$ cat config.mk
export PLATFORM = sky130hd
export DESIGN_NAME = gnwg_queue
export DESIGN_NICKNAME = d
export VERILOG_FILES = /design/src/design/gnwg_pkg.sv /design/src/design/gnwg_queue.sv
export SDC_FILE = /design/constraint.sdc
export NUM_CORES = 1
export LEC_CHECK = 0
export BUFFER_PORTS_ARGS = -buffer_cell sky130_fd_sc_hd__buf_4
export CAP_MARGIN = 20
export CORE_MARGIN = 5
export CORE_UTILIZATION = 44
export DETAILED_ROUTE_END_ITERATION = 16
export PLACE_DENSITY = 0.72
export SETUP_SLACK_MARGIN = 0.15
export SYNTH_ARGS = -nofsm -noshare
export SYNTH_HDL_FRONTEND = slang
export SYNTH_SLANG_ARGS = --single-unit
$ cat constraint.sdc
create_clock -name clk -period 1.3 [get_ports clk]
set_input_delay 0 -clock clk [delete_from_list [all_inputs] [get_ports clk]]
set_output_delay 0 -clock clk [all_outputs]
set_load 0.005 [all_outputs]
$ cat src/design/gnwg_pkg.sv
`timescale 1ns / 1ps
// gnwg_pkg: shared types and constants of the grid neighbour weight generator
// depends on nothing; imported by every module of the block

package gnwg_pkg;

	// fixed field widths
	localparam int COORD_W   = 12;
	localparam int COLOUR_W  = 8;
	localparam int CELL_W    = 13;
	localparam int CCELL_W   = 9;
	localparam int SCALE_W   = 17;
	localparam int WEIGHT_W  = 17;
	localparam int DIMS      = 6;
	localparam int NCELLS    = 7;
	localparam int CFG_IDX_W = 3;

	// default fraction bits and register reset value
	localparam int FRAC_BITS_DEF = 16;
	localparam logic [SCALE_W-1:0] SCALE_RESET = 17'h10000;

	// scaled point width: widest coordinate times scale
	localparam int SCALED_W = COORD_W + SCALE_W;

	// configuration register indexes
	localparam logic [CFG_IDX_W-1:0] CFG_SCALE_FRAME    = 3'd0;
	localparam logic [CFG_IDX_W-1:0] CFG_SCALE_COLUMN   = 3'd1;
	localparam logic [CFG_IDX_W-1:0] CFG_SCALE_ROW      = 3'd2;
	localparam logic [CFG_IDX_W-1:0] CFG_SCALE_COLOUR_A = 3'd3;
	localparam logic [CFG_IDX_W-1:0] CFG_SCALE_COLOUR_B = 3'd4;
	localparam logic [CFG_IDX_W-1:0] CFG_SCALE_COLOUR_C = 3'd5;

	typedef struct packed {
		logic [COORD_W-1:0]  frame_number;
		logic [COORD_W-1:0]  pixel_column;
		logic [COORD_W-1:0]  pixel_row;
		logic [COLOUR_W-1:0] colour_a;
		logic [COLOUR_W-1:0] colour_b;
		logic [COLOUR_W-1:0] colour_c;
	} pixel_t;

	typedef struct packed {
		logic [CELL_W-1:0]   cell_frame;
		logic [CELL_W-1:0]   cell_column;
		logic [CELL_W-1:0]   cell_row;
		logic [CCELL_W-1:0]  cell_colour_a;
		logic [CCELL_W-1:0]  cell_colour_b;
		logic [CCELL_W-1:0]  cell_colour_c;
		logic [WEIGHT_W-1:0] cell_weight;
		logic                last_cell;
	} cell_t;

	typedef logic [DIMS-1:0][SCALE_W-1:0] scales_t;

endpackage

$ cat src/design/gnwg_queue.sv
`timescale 1ns / 1ps
// gnwg_queue: two-entry queue between the classifying front and the weight back
// depends on gnwg_pkg

module gnwg_queue import gnwg_pkg::*; #(
	parameter int WIDTH = 8
) (
	input  logic             clk,
	input  logic             arst_n,
	input  logic             wr_valid,
	output logic             wr_stall,
	input  logic [WIDTH-1:0] wr_data,
	output logic             rd_valid,
	input  logic             rd_pop,
	output logic [WIDTH-1:0] rd_data
);

	logic [WIDTH-1:0] mem_q [2];
	logic             wptr_q;
	logic             rptr_q;
	logic [1:0]       count_q;
	logic             push;

	assign wr_stall = (count_q == 2'd2);
	assign push     = wr_valid && !wr_stall;
	assign rd_valid = (count_q != 2'd0);
	assign rd_data  = mem_q[rptr_q];

	// pointers and fill count
	always_ff @(posedge clk or negedge arst_n) begin
		if (!arst_n) begin
			wptr_q  <= 1'b0;
			rptr_q  <= 1'b0;
			count_q <= 2'd0;
		end else begin
			if (push) begin
				wptr_q <= !wptr_q;
			end
			if (rd_pop) begin
				rptr_q <= !rptr_q;
			end
			count_q <= count_q + 2'(push) - 2'(rd_pop);
		end
	end

	// storage
	always_ff @(posedge clk) begin
		if (push) begin
			mem_q[wptr_q] <= wr_data;
		end
	end

endmodule

**After elaboration in Yosys (flattened, before gate mapping)**

Memory sizes are Yosys's and may differ from the RTL's.
Index checks and enable logic that the tools add are counted.

- $add $sub $neg: 2
- Equality and inequality tests: 1
- Multiplexer cells: 2
- Reductions and logical operators: 5

Operators by type and width:

| cell | count |
|---|---|
| $logic_not A1 Y1 | 3 |
| $add A2 B1 Y2 | 1 |
| $eq A2 B2 Y1 const B | 1 |
| $mux W1 | 2 |
| $reduce_bool A2 Y1 | 1 |
| $sub A2 B1 Y2 | 1 |
| $logic_and A1 B1 Y1 | 1 |

- Bits in registers: 4
- Bits in writable memories: 16
- Input bits: 12
- Output and inout port bits: 10
- Memories kept: 1

Memories:

| memory | words | width | rd ports | clocked after memory_dff | write ports | RTL line | RTL |
|---|---|---|---|---|---|---|---|
| mem_q | 2 | 8 | 1 | 0 | 1 | gnwg_queue.sv:18 | `logic [WIDTH-1:0] mem_q [2];` |

**Longest topological paths before layout**

- Word-level depth: 5
- Depth in mapped cells: 7
- Gate-level depth less buffers: 7

**Worst setup path before layout**

OpenSTA, ideal clock, no wires.

- Path kind: flip-flop to flip-flop
- From: register count_q[1]
- To: register count_q[1]
- Library setup time: 123 ps
- Data arrival time: 1275 ps
- Data required time: 1177 ps
- Slack: -98 ps
- Cell stages (with the launch flop): 8
- Period minus slack after synthesis: 1398 ps
- Cell sequence: dfrtp_1 nand2b_1 nand2_2 ha_1 inv_1 ha_1 xnor2_1 xnor2_1

- Cells in the longest elaborated chain, start to end: 5

Ends and longest elaborated chain:

| element | RTL line | RTL |
|---|---|---|
| from (decl) | gnwg_queue.sv:21 | `logic [1:0] count_q;` |
| from (signal assigned) | gnwg_queue.sv:42 | `count_q <= count_q + 2'(push) - 2'(rd_pop);` |
| $eq A2 B2 Y1 | gnwg_queue.sv:24 | `assign wr_stall = (count_q == 2'd2);` |
| $logic_not A1 Y1 | gnwg_queue.sv:25 | `assign push = wr_valid && !wr_stall;` |
| $logic_and A1 B1 Y1 | gnwg_queue.sv:25 |  |
| $add A2 B1 Y2 * | gnwg_queue.sv:42 |  |
| $sub A2 B1 Y2 * | gnwg_queue.sv:42 |  |

Every way passes the cells marked *; elsewhere a longest branch is shown, timed or not.
A chain may end at the register's enable or synchronous reset.

**Worst setup path after layout**

Ends and elaborated chain as after synthesis.

==> impl_results.md <==
* Setup violators final at 10
* Reg2Reg Setup Slack at -0.12 ns
* CP endpoint kind: flip-flop
* RSZ-0062 raised after global routing: true
* Skew final at about 0.0014 ns
* Dpl cells at 91
* Routed wire length at about 1500 um
* Final period util at 109%
* Register bit total from synthesis at 20
* Failing checks: negative hold slack, negative setup slack
* Cell variety after synth at 13
* Final-layout fill cell count at between 100 and 150
* Met2 GRT Util at between 20% and 30%
* Clock sinks at 20
* Die height at roughly 53 um
* Reg-to-Reg End: count_q[1]$_DFF_PN0_
* Hold Fails Final Rpt at 1
* Latest clock arrival within the worst-skew pair at 0.29 ns
* Met3 Use GR at roughly 2.8%
* Main synth FF type: edfxtp_1
* Ranking of synthesized cells by area: edfxtp_1, mux2_4, dfrtp_1, xnor2_1, ha_1
* Core Footprint at ~1700 um2
* Sequential share of the synthesized area at between 70 and 80%
* Peak supply drop at between 0.001 and 0.0015 V
* Number of I/O port buffers at 21
* Largest net degree at the start of global routing at 12
* CTS tree: done
* Post-synth top area cell: edfxtp_1
* Worst EP arrival at between 1.5 and 2 ns
* Mean area per synthesized cell at 19.2 um2
* Internal at 0.00197 W
* Final Max Slew Viols at 0
* Status: finished with violations
* Placer Congestion at 0.645
* Fmax at just over 0.7 GHz
* Finished Layout Cells at about 110
* Max Cap Viol at 0
* Vias in the first global route at between 500 and 600
* Ant. Diodes at 0
* Commonest cells in the netlist: edfxtp_1, mux2_4, dfrtp_1
* # hold bufs at CTS at 9
* EDFF count, synth at 16
* Seq pwr share at 37.0%
* Hold EP: rptr_q$_DFFE_PN0P_
* Asr flop ratio synth at around 20%
* Hold_ws at -0.0998 ns
* Layout Nets at between 100 and 150
* Comb power frac at approximately 52%
* Kind of critical path: reg2reg
* Number of cells on the worst hold path at 2
* DP Worst Slack at -0.0816 ns
* Synth top area share at between 50 and 60%
* FF-to-FF path depth at 7
* Grt ovf at 0
* Depth of the CTS H-tree at 1
* GRT Total Usage at 12.6%
* Root Driver: clkbuf_4
* Type of the worst min-delay path: in2reg
* Clk buf depth at 2
* Switching Share at roughly 28%
* Setup crit start kind: flip-flop
* Switching Power at about 0.00075 W
* First-pass GRT wire length at approximately 2400 um
* Die Footprint at roughly 2800 um2
* Pwr/cell area at 2040 nW/um2
* Via count at between 500 and 600
* HP Start: rd_pop
* Drc violations at 0
* Fraction of layout cells with a size suffix above 1 at approximately two thirds
* Chip width at between 50 and 60 um
* Syn nets at between 50 and 60
* GR Util met1 at 12.8%
* WL per Instance at 13.2 um
* Drt pass-1 iters at 2
* Crit-path max FO at 2
* Cell count after synthesis at between 40 and 50
* Synth-to-Final Area Change at 64.6%
* CP required at 1.49 ns
* Num rows at 15
* Crit Reg-Reg Startpoint: count_q[1]$_DFF_PN0_
* Antenna violations before repair at 0
* Setup slack after layout at -0.115 ns
* Post-synthesis cell area at 808 um2
* Pin slew with the least headroom to its limit at 0.210 ns
* Slew HR at 86.0%
* Fin crit period at roughly 1.4 ns
* Count leader, synth: edfxtp_1
* Routed vias/inst at approximately 4.4
* Clk pwr share at a little over a tenth
* LEAKAGE at ~0.57 nW
* Gr busiest metal: met2
* Total CTS buffers at 3
* Initial DRC count at 3
* Ys Warns at 0
* # IOs at 22
* Clk slew on worst S/H paths at around 0.10 ns
* Post-DRT Antenna Nets at 0
* Starting Density at 46.3%
* Final Core Density at 76.2%
==> worst max path at each step <==
stage                         startpoint  depth (start not counted)  slack (ns)              endpoint
detailed placement  count_q[1]$_DFF_PN0_                          7       -0.08  count_q[1]$_DFF_PN0_
finish              count_q[1]$_DFF_PN0_                          7       -0.12  count_q[1]$_DFF_PN0_
CTS                 count_q[1]$_DFF_PN0_                          7       -0.09  count_q[1]$_DFF_PN0_
floorplan           count_q[0]$_DFF_PN0_                          7       -0.08  count_q[1]$_DFF_PN0_
global route        count_q[0]$_DFF_PN0_                          7       -0.18  count_q[1]$_DFF_PN0_
global placement    count_q[1]$_DFF_PN0_                          7       -0.04  count_q[1]$_DFF_PN0_
==> kinds of logic after synthesis <==
kind of cell | synth area share (%)
simple gates | 3.56
flops | 71.8
mux | 14.9
fa+ha+maj | 3.10
xor+xnor | 4.34
buf+inv | 2.32
==> power by group through the flow <==
stage | logic [W] | registers, W | clock network [W]
2_1_floorplan | 0.000619 | 0.000982 | 0
4_1_cts | 0.00135 | 0.000989 | 0.000304
5_1_grt | 0.00153 | 0.00103 | 0.000336
3_3_place_gp | 0.000905 | 0.00104 | 0
3_5_place_dp | 0.000924 | 0.00105 | 0
6_report | 0.00142 | 0.00101 | 0.000293
==> routing by layer <==
layer	up-vias	wire (um)	part of all wire [%]
met4	0	14	0.94
met1	239	532	36
li1	246	-	-
met3	2	68	4.6
met5	-	0	0
met2	15	878	59
==> final cells by class <==
type,instances,area (um2),area share (%)
timing repair buffer,43,405,30.5
sequential,20,583,43.8
inverter,2,7.51,0.564
tap,25,31.3,2.35
multi-input combinational,19,277,20.8
clock buffer,4,26.3,1.98
==> sequential cells by signal, indices dropped and copies added (netlist names) <==
name / flops
wptr_q: 1
rptr_q: 1
count_q: 2
mem_q: 16
==> worst max-delay path, stage by stage (launching register included) <==
cell      delay, ns
dfrtp_2        0.46
nand2b_4       0.10
nand2_4        0.06
ha_4           0.26
inv_2          0.04
ha_4           0.15
xnor2_2        0.12
xnor2_1        0.12
==> metrics by stage <==
step	cell area (um2)	TNS, ns	power [W]
4_1_cts	1300	-0.539	0.00264
3_5_place_dp	1060	-0.0816	0.00198
2_1_floorplan	853	-0.305	0.00160
5_1_grt	1330	-1.41	0.00289
3_3_place_gp	1060	-0.0420	0.00194
6_report	1330	-0.554	0.00272
==> cells in the final DEF (no fill, tap or decap), drive strengths merged <==
| cell type | n |
|---|---|
| dlygate4sd3 | 9 |
| xor2 | 1 |
| and3 | 1 |
| or2 | 1 |
| mux2 | 8 |
| ha | 2 |
| nand2 | 1 |
| xnor2 | 3 |
| nor2 | 1 |
| clkbuf | 4 |
| edfxtp | 16 |
| inv | 2 |
| dfrtp | 4 |
| nand2b | 1 |
| buf | 34 |
==> timing repair <==
action,CTS,global route
hold endpoints to repair,21,1
setup endpoints to repair,27,29
pin swaps,6,3
gates resized for setup,20,5
setup buffers,8,1
Note: power is estimated with default switching activity, not from simulation.
