## src/design/gnwg_pkg.sv

```systemverilog
`timescale 1ns / 1ps
// gnwg_pkg: shared types and constants of the grid neighbour weight generator
// depends on nothing; imported by every module of the block

package gnwg_pkg;

	// fixed field widths
	localparam int COORD_W   = 12;
	localparam int COLOUR_W  = 8;
	localparam int CELL_W    = 13;
	localparam int CCELL_W   = 9;
	localparam int SCALE_W   = 17;
	localparam int WEIGHT_W  = 17;
	localparam int DIMS      = 6;
	localparam int NCELLS    = 7;
	localparam int CFG_IDX_W = 3;

	// default fraction bits and register reset value
	localparam int FRAC_BITS_DEF = 16;
	localparam logic [SCALE_W-1:0] SCALE_RESET = 17'h10000;

	// scaled point width: widest coordinate times scale
	localparam int SCALED_W = COORD_W + SCALE_W;

	// configuration register indexes
	localparam logic [CFG_IDX_W-1:0] CFG_SCALE_FRAME    = 3'd0;
	localparam logic [CFG_IDX_W-1:0] CFG_SCALE_COLUMN   = 3'd1;
	localparam logic [CFG_IDX_W-1:0] CFG_SCALE_ROW      = 3'd2;
	localparam logic [CFG_IDX_W-1:0] CFG_SCALE_COLOUR_A = 3'd3;
	localparam logic [CFG_IDX_W-1:0] CFG_SCALE_COLOUR_B = 3'd4;
	localparam logic [CFG_IDX_W-1:0] CFG_SCALE_COLOUR_C = 3'd5;

	typedef struct packed {
		logic [COORD_W-1:0]  frame_number;
		logic [COORD_W-1:0]  pixel_column;
		logic [COORD_W-1:0]  pixel_row;
		logic [COLOUR_W-1:0] colour_a;
		logic [COLOUR_W-1:0] colour_b;
		logic [COLOUR_W-1:0] colour_c;
	} pixel_t;

	typedef struct packed {
		logic [CELL_W-1:0]   cell_frame;
		logic [CELL_W-1:0]   cell_column;
		logic [CELL_W-1:0]   cell_row;
		logic [CCELL_W-1:0]  cell_colour_a;
		logic [CCELL_W-1:0]  cell_colour_b;
		logic [CCELL_W-1:0]  cell_colour_c;
		logic [WEIGHT_W-1:0] cell_weight;
		logic                last_cell;
	} cell_t;

	typedef logic [DIMS-1:0][SCALE_W-1:0] scales_t;

endpackage

```

## src/design/gnwg_front.sv

```systemverilog
`timescale 1ns / 1ps
// gnwg_front: accepts pixels, scales the six coordinates and classifies them
// into nearest cell, distance and side; depends on gnwg_pkg

module gnwg_front import gnwg_pkg::*; #(
	parameter int FRAC_BITS = FRAC_BITS_DEF,
	parameter int NW        = SCALED_W + 1 - FRAC_BITS
) (
	input  logic                          clk,
	input  logic                          arst_n,
	input  logic                          in_valid,
	output logic                          in_stall,
	input  pixel_t                        in_data,
	input  scales_t                       scale,
	output logic                          cls_valid,
	input  logic                          cls_stall,
	output logic [DIMS-1:0][NW-1:0]       near,
	output logic [DIMS-1:0][FRAC_BITS-1:0] offs,
	output logic [DIMS-1:0]               up
);

	localparam logic [SCALED_W:0] HALF = (SCALED_W+1)'(1) << (FRAC_BITS - 1);

	logic [DIMS-1:0][COORD_W-1:0]  x;
	logic [DIMS-1:0][SCALED_W-1:0] scaled_s1;
	logic                          valid_s1;
	logic                          valid_s2;
	logic                          adv1;
	logic                          adv2;

	assign x[0] = in_data.frame_number;
	assign x[1] = in_data.pixel_column;
	assign x[2] = in_data.pixel_row;
	assign x[3] = COORD_W'(in_data.colour_a);
	assign x[4] = COORD_W'(in_data.colour_b);
	assign x[5] = COORD_W'(in_data.colour_c);

	// pipeline advance
	assign adv2     = !valid_s2 || !cls_stall;
	assign adv1     = !valid_s1 || adv2;
	assign in_stall = !adv1;
	assign cls_valid = valid_s2;

	// stage 1: one multiplier per coordinate
	always_ff @(posedge clk or negedge arst_n) begin
		if (!arst_n) begin
			valid_s1 <= 1'b0;
		end else if (adv1) begin
			valid_s1 <= in_valid;
		end
	end

	always_ff @(posedge clk) begin
		if (adv1 && in_valid) begin
			for (int d = 0; d < DIMS; d++) begin
				scaled_s1[d] <= x[d] * scale[d];
			end
		end
	end

	// stage 2: round half up, distance and side
	always_ff @(posedge clk or negedge arst_n) begin
		if (!arst_n) begin
			valid_s2 <= 1'b0;
		end else if (adv2) begin
			valid_s2 <= valid_s1;
		end
	end

	always_ff @(posedge clk) begin
		logic [SCALED_W:0] rnd;
		logic [SCALED_W:0] base;
		logic [SCALED_W:0] sx;
		logic [SCALED_W:0] diff;
		if (adv2 && valid_s1) begin
			for (int d = 0; d < DIMS; d++) begin
				sx   = {1'b0, scaled_s1[d]};
				rnd  = sx + HALF;
				base = (rnd >> FRAC_BITS) << FRAC_BITS;
				near[d] <= rnd[SCALED_W:FRAC_BITS];
				if (sx < base) begin
					diff = base - sx;
					up[d] <= 1'b0;
				end else begin
					diff = sx - base;
					up[d] <= 1'b1;
				end
				offs[d] <= diff[FRAC_BITS-1:0];
			end
		end
	end

endmodule

```

## config.mk

```make
export PLATFORM = sky130hd
export DESIGN_NAME = gnwg_front
export DESIGN_NICKNAME = d
export VERILOG_FILES = /design/src/design/gnwg_pkg.sv /design/src/design/gnwg_front.sv
export SDC_FILE = /design/constraint.sdc
export NUM_CORES = 2
export LEC_CHECK = 0
export ABC_AREA = 0
export BUFFER_PORTS_ARGS = -buffer_cell sky130_fd_sc_hd__buf_2
export CAP_MARGIN = 15
export CORE_MARGIN = 8
export CORE_UTILIZATION = 58
export CTS_CLUSTER_SIZE = 10
export DETAILED_ROUTE_END_ITERATION = 8
export GPL_TIMING_DRIVEN = 0
export PLACE_DENSITY = 0.84
export SLEW_MARGIN = 20
export SYNTH_ARGS = -nofsm -noshare
export SYNTH_HDL_FRONTEND = slang
export SYNTH_SLANG_ARGS = --single-unit
```

## constraint.sdc

```tcl
create_clock -name clk -period 17.76 [get_ports clk]
set_input_delay 1.776 -clock clk [delete_from_list [all_inputs] [get_ports clk]]
set_output_delay 1.776 -clock clk [all_outputs]
set_load 0.01 [all_outputs]
```

Yosys cells after proc, flatten, opt, wreduce, memory -nomap -nowiden
Index checks and enable logic that the tools add are counted.
{"block": "word_totals", "reg_bits": 350, "elab_cells": 71}
{"block": "op_classes", "add_sub_neg": 18, "multipliers": 6, "n_lt_le_gt_ge": 6, "mux": 12, "n_reduce_logical": 8}
{"op": "$mux 16", "n": 6}
{"op": "$sub 1x16->16 const A", "n": 6}
{"op": "$sub 16x1->16 const B", "n": 6}
{"op": "$add 29x16->30 const B", "n": 3}
{"op": "$lt 29x30->1", "n": 3}
{"op": "$mul 12x17->29", "n": 3}
{"op": "$add 25x16->26 const B", "n": 3}
{"op": "$lt 25x26->1", "n": 3}
{"op": "$mul 8x17->25", "n": 3}
{"op": "$mux 1", "n": 6}
{"op": "$logic_not 1->1", "n": 4}
{"op": "$logic_and 1x1->1", "n": 2}
{"op": "$logic_or 1x1->1", "n": 2}

Logic depth before layout (Yosys ltp)
{"block": "depth", "depth_word": 4, "depth_mapped": 22}

Worst setup path before layout
Ideal clock, no wire load.
{"block": "synth_timing", "kind": "input port to flip-flop", "from": "input cls_stall", "to": "register near[0] (netlist name), enable pin", "setup_ns": 0.972, "t_arrival_ns": 14.323, "setup_slack_ns": 2.465, "cell_stages": 1, "path_buffers": 0, "cell_sequence": "a21boi_0"}
{"block": "synth_via", "elab_chain_len": 3}
{"element": "start: declaration", "line": "gnwg_front.sv:16", "rtl": "input logic cls_stall,"}
{"element": "$logic_not 1->1", "line": "gnwg_front.sv:39", "rtl": "assign adv2 = !valid_s2 || !cls_stall;"}
{"element": "$logic_or 1x1->1", "line": "gnwg_front.sv:39"}
{"element": "$logic_and 1x1->1", "line": "gnwg_front.sv:75", "rtl": "if (adv2 && valid_s1) begin"}
{"element": "end signal: indexed assignment", "line": "gnwg_front.sv:80", "rtl": "near[d] <= rnd[SCALED_W:FRAC_BITS];"}
{"element": "end: declaration", "line": "gnwg_front.sv:17", "rtl": "output logic [DIMS-1:0][NW-1:0] near,"}
Every way passes these cells.
A chain may end at the register's enable or synchronous reset.

Final worst setup path
{"block": "layout_timing", "from": "input in_data[29] (netlist name)", "to": "register scaled_s1[83] (netlist name) (data pin)"}
{"block": "layout_via", "elab_chain_len": 1}
{"element": "start: declaration", "line": "gnwg_front.sv:13", "rtl": "input pixel_t in_data,"}
{"element": "$mul 12x17->29", "line": "gnwg_front.sv:56", "rtl": "scaled_s1[d] <= x[d] * scale[d];"}
{"element": "end signal: indexed assignment", "line": "gnwg_front.sv:56"}
{"element": "end: declaration", "line": "gnwg_front.sv:25", "rtl": "logic [DIMS-1:0][SCALED_W-1:0] scaled_s1;"}
Every way passes these cells.

==> flow_summary.json <==
{
  "criticalPathCategory": "in2reg",
  "firstDrtPassIters": 5,
  "cpMostUsedCell": "fa_1",
  "drv_slew": 0,
  "die_w_um": 299,
  "ir_drop_v": 0.000115,
  "hold_violations": 0,
  "synth_warnings": 0,
  "setup.worst_path.end_class": "register",
  "worst-endpoint-required_ps": 18070,
  "synth_top_cell_by_area": "fa_1",
  "h-tree-depth": 2,
  "clk_pin_slew_ps": 50,
  "dp_slack_ps": 9740,
  "tightest_slew_ps": 865,
  "num_rows": 104,
  "critical_path.slowest_cell": "o31ai_1",
  "holdCritStartpoint": "scaled_s1[116]",
  "grt_max_degree": 53,
  "syn_area_per_cell_sq_um": 9.71,
  "crit_fanout": 10,
  "drc_errors": 0,
  "route.vias.total": 34649,
  "coreArea_sq_mm": 0.0800,
  "cts_hold_buf": 0,
  "p_leak_nw": 24.8,
  "reg2reg_slack_ps": 14240,
  "relSlewSlack_pct": 42.2,
  "cts_buffers": 44,
  "grt_pass1_vias": 36965,
  "slowest_delay_ps": 630,
  "fin_nets": 6456,
  "fillers": 6238,
  "yosys_most_used_dff": "edfxtp_1",
  "ant_nets": 0,
  "synth_cell_types": 96,
  "yosysSeqAreaShare_pct": 21.8,
  "avgRoutedWirePerCell_um": 17.8,
  "synthTopCellsByArea": "fa_1 31%, edfxtp_1 22%, ha_1 10%",
  "gp_congestion": 0.961,
  "synth_enable_flop_cells": 336,
  "layout.cells.non_filler": 6285,
  "grt_overflow": 0,
  "power.total_mw": 8.28,
  "grt_pass1_wl_mm": 184,
  "portBuffers": 323,
  "rsz0062_at_grt": "no",
  "reg2reg_from": "scaled_s1[15]",
  "crit_chain": "clkbuf_1, clkbuf_1, nand2_1, fa_1, fa_1, inv_1, fa_1, fa_1, inv_1, fa_1, inv_1, ha_1, a21o_1, a21oi_1, o31ai_1, o31ai_1, o21ai_0, nand4_1, nor3b_1, a211o_1",
  "period_share_pct": 42.9,
  "ys_ff_latch": 338,
  "synth_top_area_share_pct": 30.9,
  "start_util_pct": 58.2,
  "drtIter0Drc": 2233,
  "setup_violations": 0,
  "clock_path_buffers": 3,
  "drive_above_1_share_pct": 8.83,
  "postLayoutCellArea_sq_mm": 0.0513,
  "hold_end": "offs[64]",
  "synth_commonest_cells": "935 x inv_1, 720 x fa_1, 669 x nand2_1, 475 x and2_1, 384 x ha_1",
  "layout_min_cycle_time_ps": 7630,
  "wl_mm": 112,
  "cts.sinks": 338,
  "rr_endpoint": "offs[8]",
  "cts_tree": "done",
  "yosysMostFrequentCell": "inv_1",
  "status": "completed",
  "syn2layout_area_growth_pct": 10.1,
  "die_h_um": 299,
  "max_cap_viol_count": 0,
  "multi_input_area_sq_mm": 0.0323,
  "io_pins": 354,
  "seq_area_sq_mm": 0.0101,
  "hp-class": "reg2reg",
  "r2r_cells": 13,
  "skew_ps": 27.3,
  "dp_cells": 6200,
  "postCtsSetupBuffers": 0,
  "synthCells": 4795,
  "startpoint_type": "input port",
  "synthArstFlopShare_pct": 0.592,
  "p_per_area_mw_per_mm2": 162,
  "synth_area_sq_mm": 0.0466,
  "holdPathStages": 0,
  "max_freq_ghz": 0.131,
  "post_cts_resized": 0,
  "hpwl_mm": 93.2,
  "critPathArrivalTime_ps": 7940,
  "routed_via_density": 5.51,
  "cts_root_buf": "clkbuf_16",
  "dieArea_sq_mm": 0.0896,
  "dpl_cell_area_sq_mm": 0.0499,
  "antenna_found_initial": 29,
  "final.setup.worst_slack_ps": 10130,
  "clk_latency_ps": 590,
  "grt_usage_pct": 25.2
}
worst max path at each step:
stage / from / endpoint / slack [ps] / cells past startpoint
final: in_data[29] / scaled_s1[83] / 10130 / 20
after global routing: in_data[29] / scaled_s1[83] / 9860 / 20
after CTS: in_data[35] / scaled_s1[83] / 10330 / 20
after detailed placement: in_data[52] / scaled_s1[25] / 9740 / 20
after global placement: cls_stall / near[78] / -3630 / 2
after floorplan: cls_stall / near[0] / 2470 / 1
state kept, by name, summed over array words and instances, names as in the netlist:
| register | cells |
|---|---|
| cls_valid | 1 |
| near | 72 |
| offs | 96 |
| scaled_s1 | 162 |
| up | 6 |
| valid_s1 | 1 |
where the power goes:
group | switching, mW | leakage [nW] | total (mW) | internal (mW)
sequential | 0.240 | 3.26 | 1.77 | 1.53
combinational | 3.24 | 20.8 | 5.64 | 2.40
clock | 0.353 | 0.659 | 0.874 | 0.521
layout make-up:
class                   instances  share of cell area (%)
multi-input cells            3376                    63.0
clock buffers                  52                    2.21
inverters                     936                    6.85
repair buffers                334                    3.73
diodes                         16                  0.0781
flip-flops and latches        338                    19.8
clock inverters                17                   0.425
plain buffers                 156                    1.29
well taps                    1060                    2.59
kinds of logic after synthesis:
group	Yosys count	share of synthesized area, %
adder cells (fa/ha/maj)	1104	41.3
XOR/XNOR	237	4.46
flip-flops	338	21.8
other	1	0.00805
AND/OR/NAND/NOR	1547	16.5
multiplexers	16	0.371
buffers and inverters	1092	8.97
AO/OA/AOI/OAI	460	6.66
per-stage QoR:
stage	setup TNS, ps	hold WS, ps	utilization [%]
2_1_floorplan	0	426	-
3_3_place_gp	-623200	433	61.9
3_5_place_dp	0	440	62.3
4_1_cts	0	453	64.0
5_1_grt	0	468	64.0
6_report	0	452	64.0
cells in the final DEF, fill, tap and decap left out, types with 9 or more instances in the layout:
master	count
a211oi_1	18
a21o_1	44
a21oi_1	122
a31oi_1	21
and2_1	474
and3_1	43
buf_16	10
buf_2	325
buf_4	15
clkbuf_1	140
clkbuf_16	44
conb_1	12
diode_2	16
edfxtp_1	336
fa_1	720
ha_1	384
inv_1	935
mux2i_1	9
nand2_1	669
nand2b_1	30
nand3_1	41
nand4_1	9
nor2_1	139
nor2b_1	24
nor3_1	43
nor4_1	10
o211ai_1	11
o21a_1	34
o21ai_0	83
o21bai_1	15
o31ai_1	25
or3_1	14
xnor2_1	156
xor2_1	81
worst max-delay path: cells and delay by family:
family / cells / cell delay, ps
fa+ha+maj: 6 / 2980
compound gates: 6 / 1680
buf+inv: 5 / 1020
simple gates: 3 / 460
layer usage:
metal	share of wire, %	track usage [%]	up-vias
li1	-	-	15837
met1	38	30.9	17167
met2	48	42.3	1324
met3	9.6	6.97	295
met4	3.9	9.43	26
met5	0.14	0	-
(Power assumes the default switching activity.)
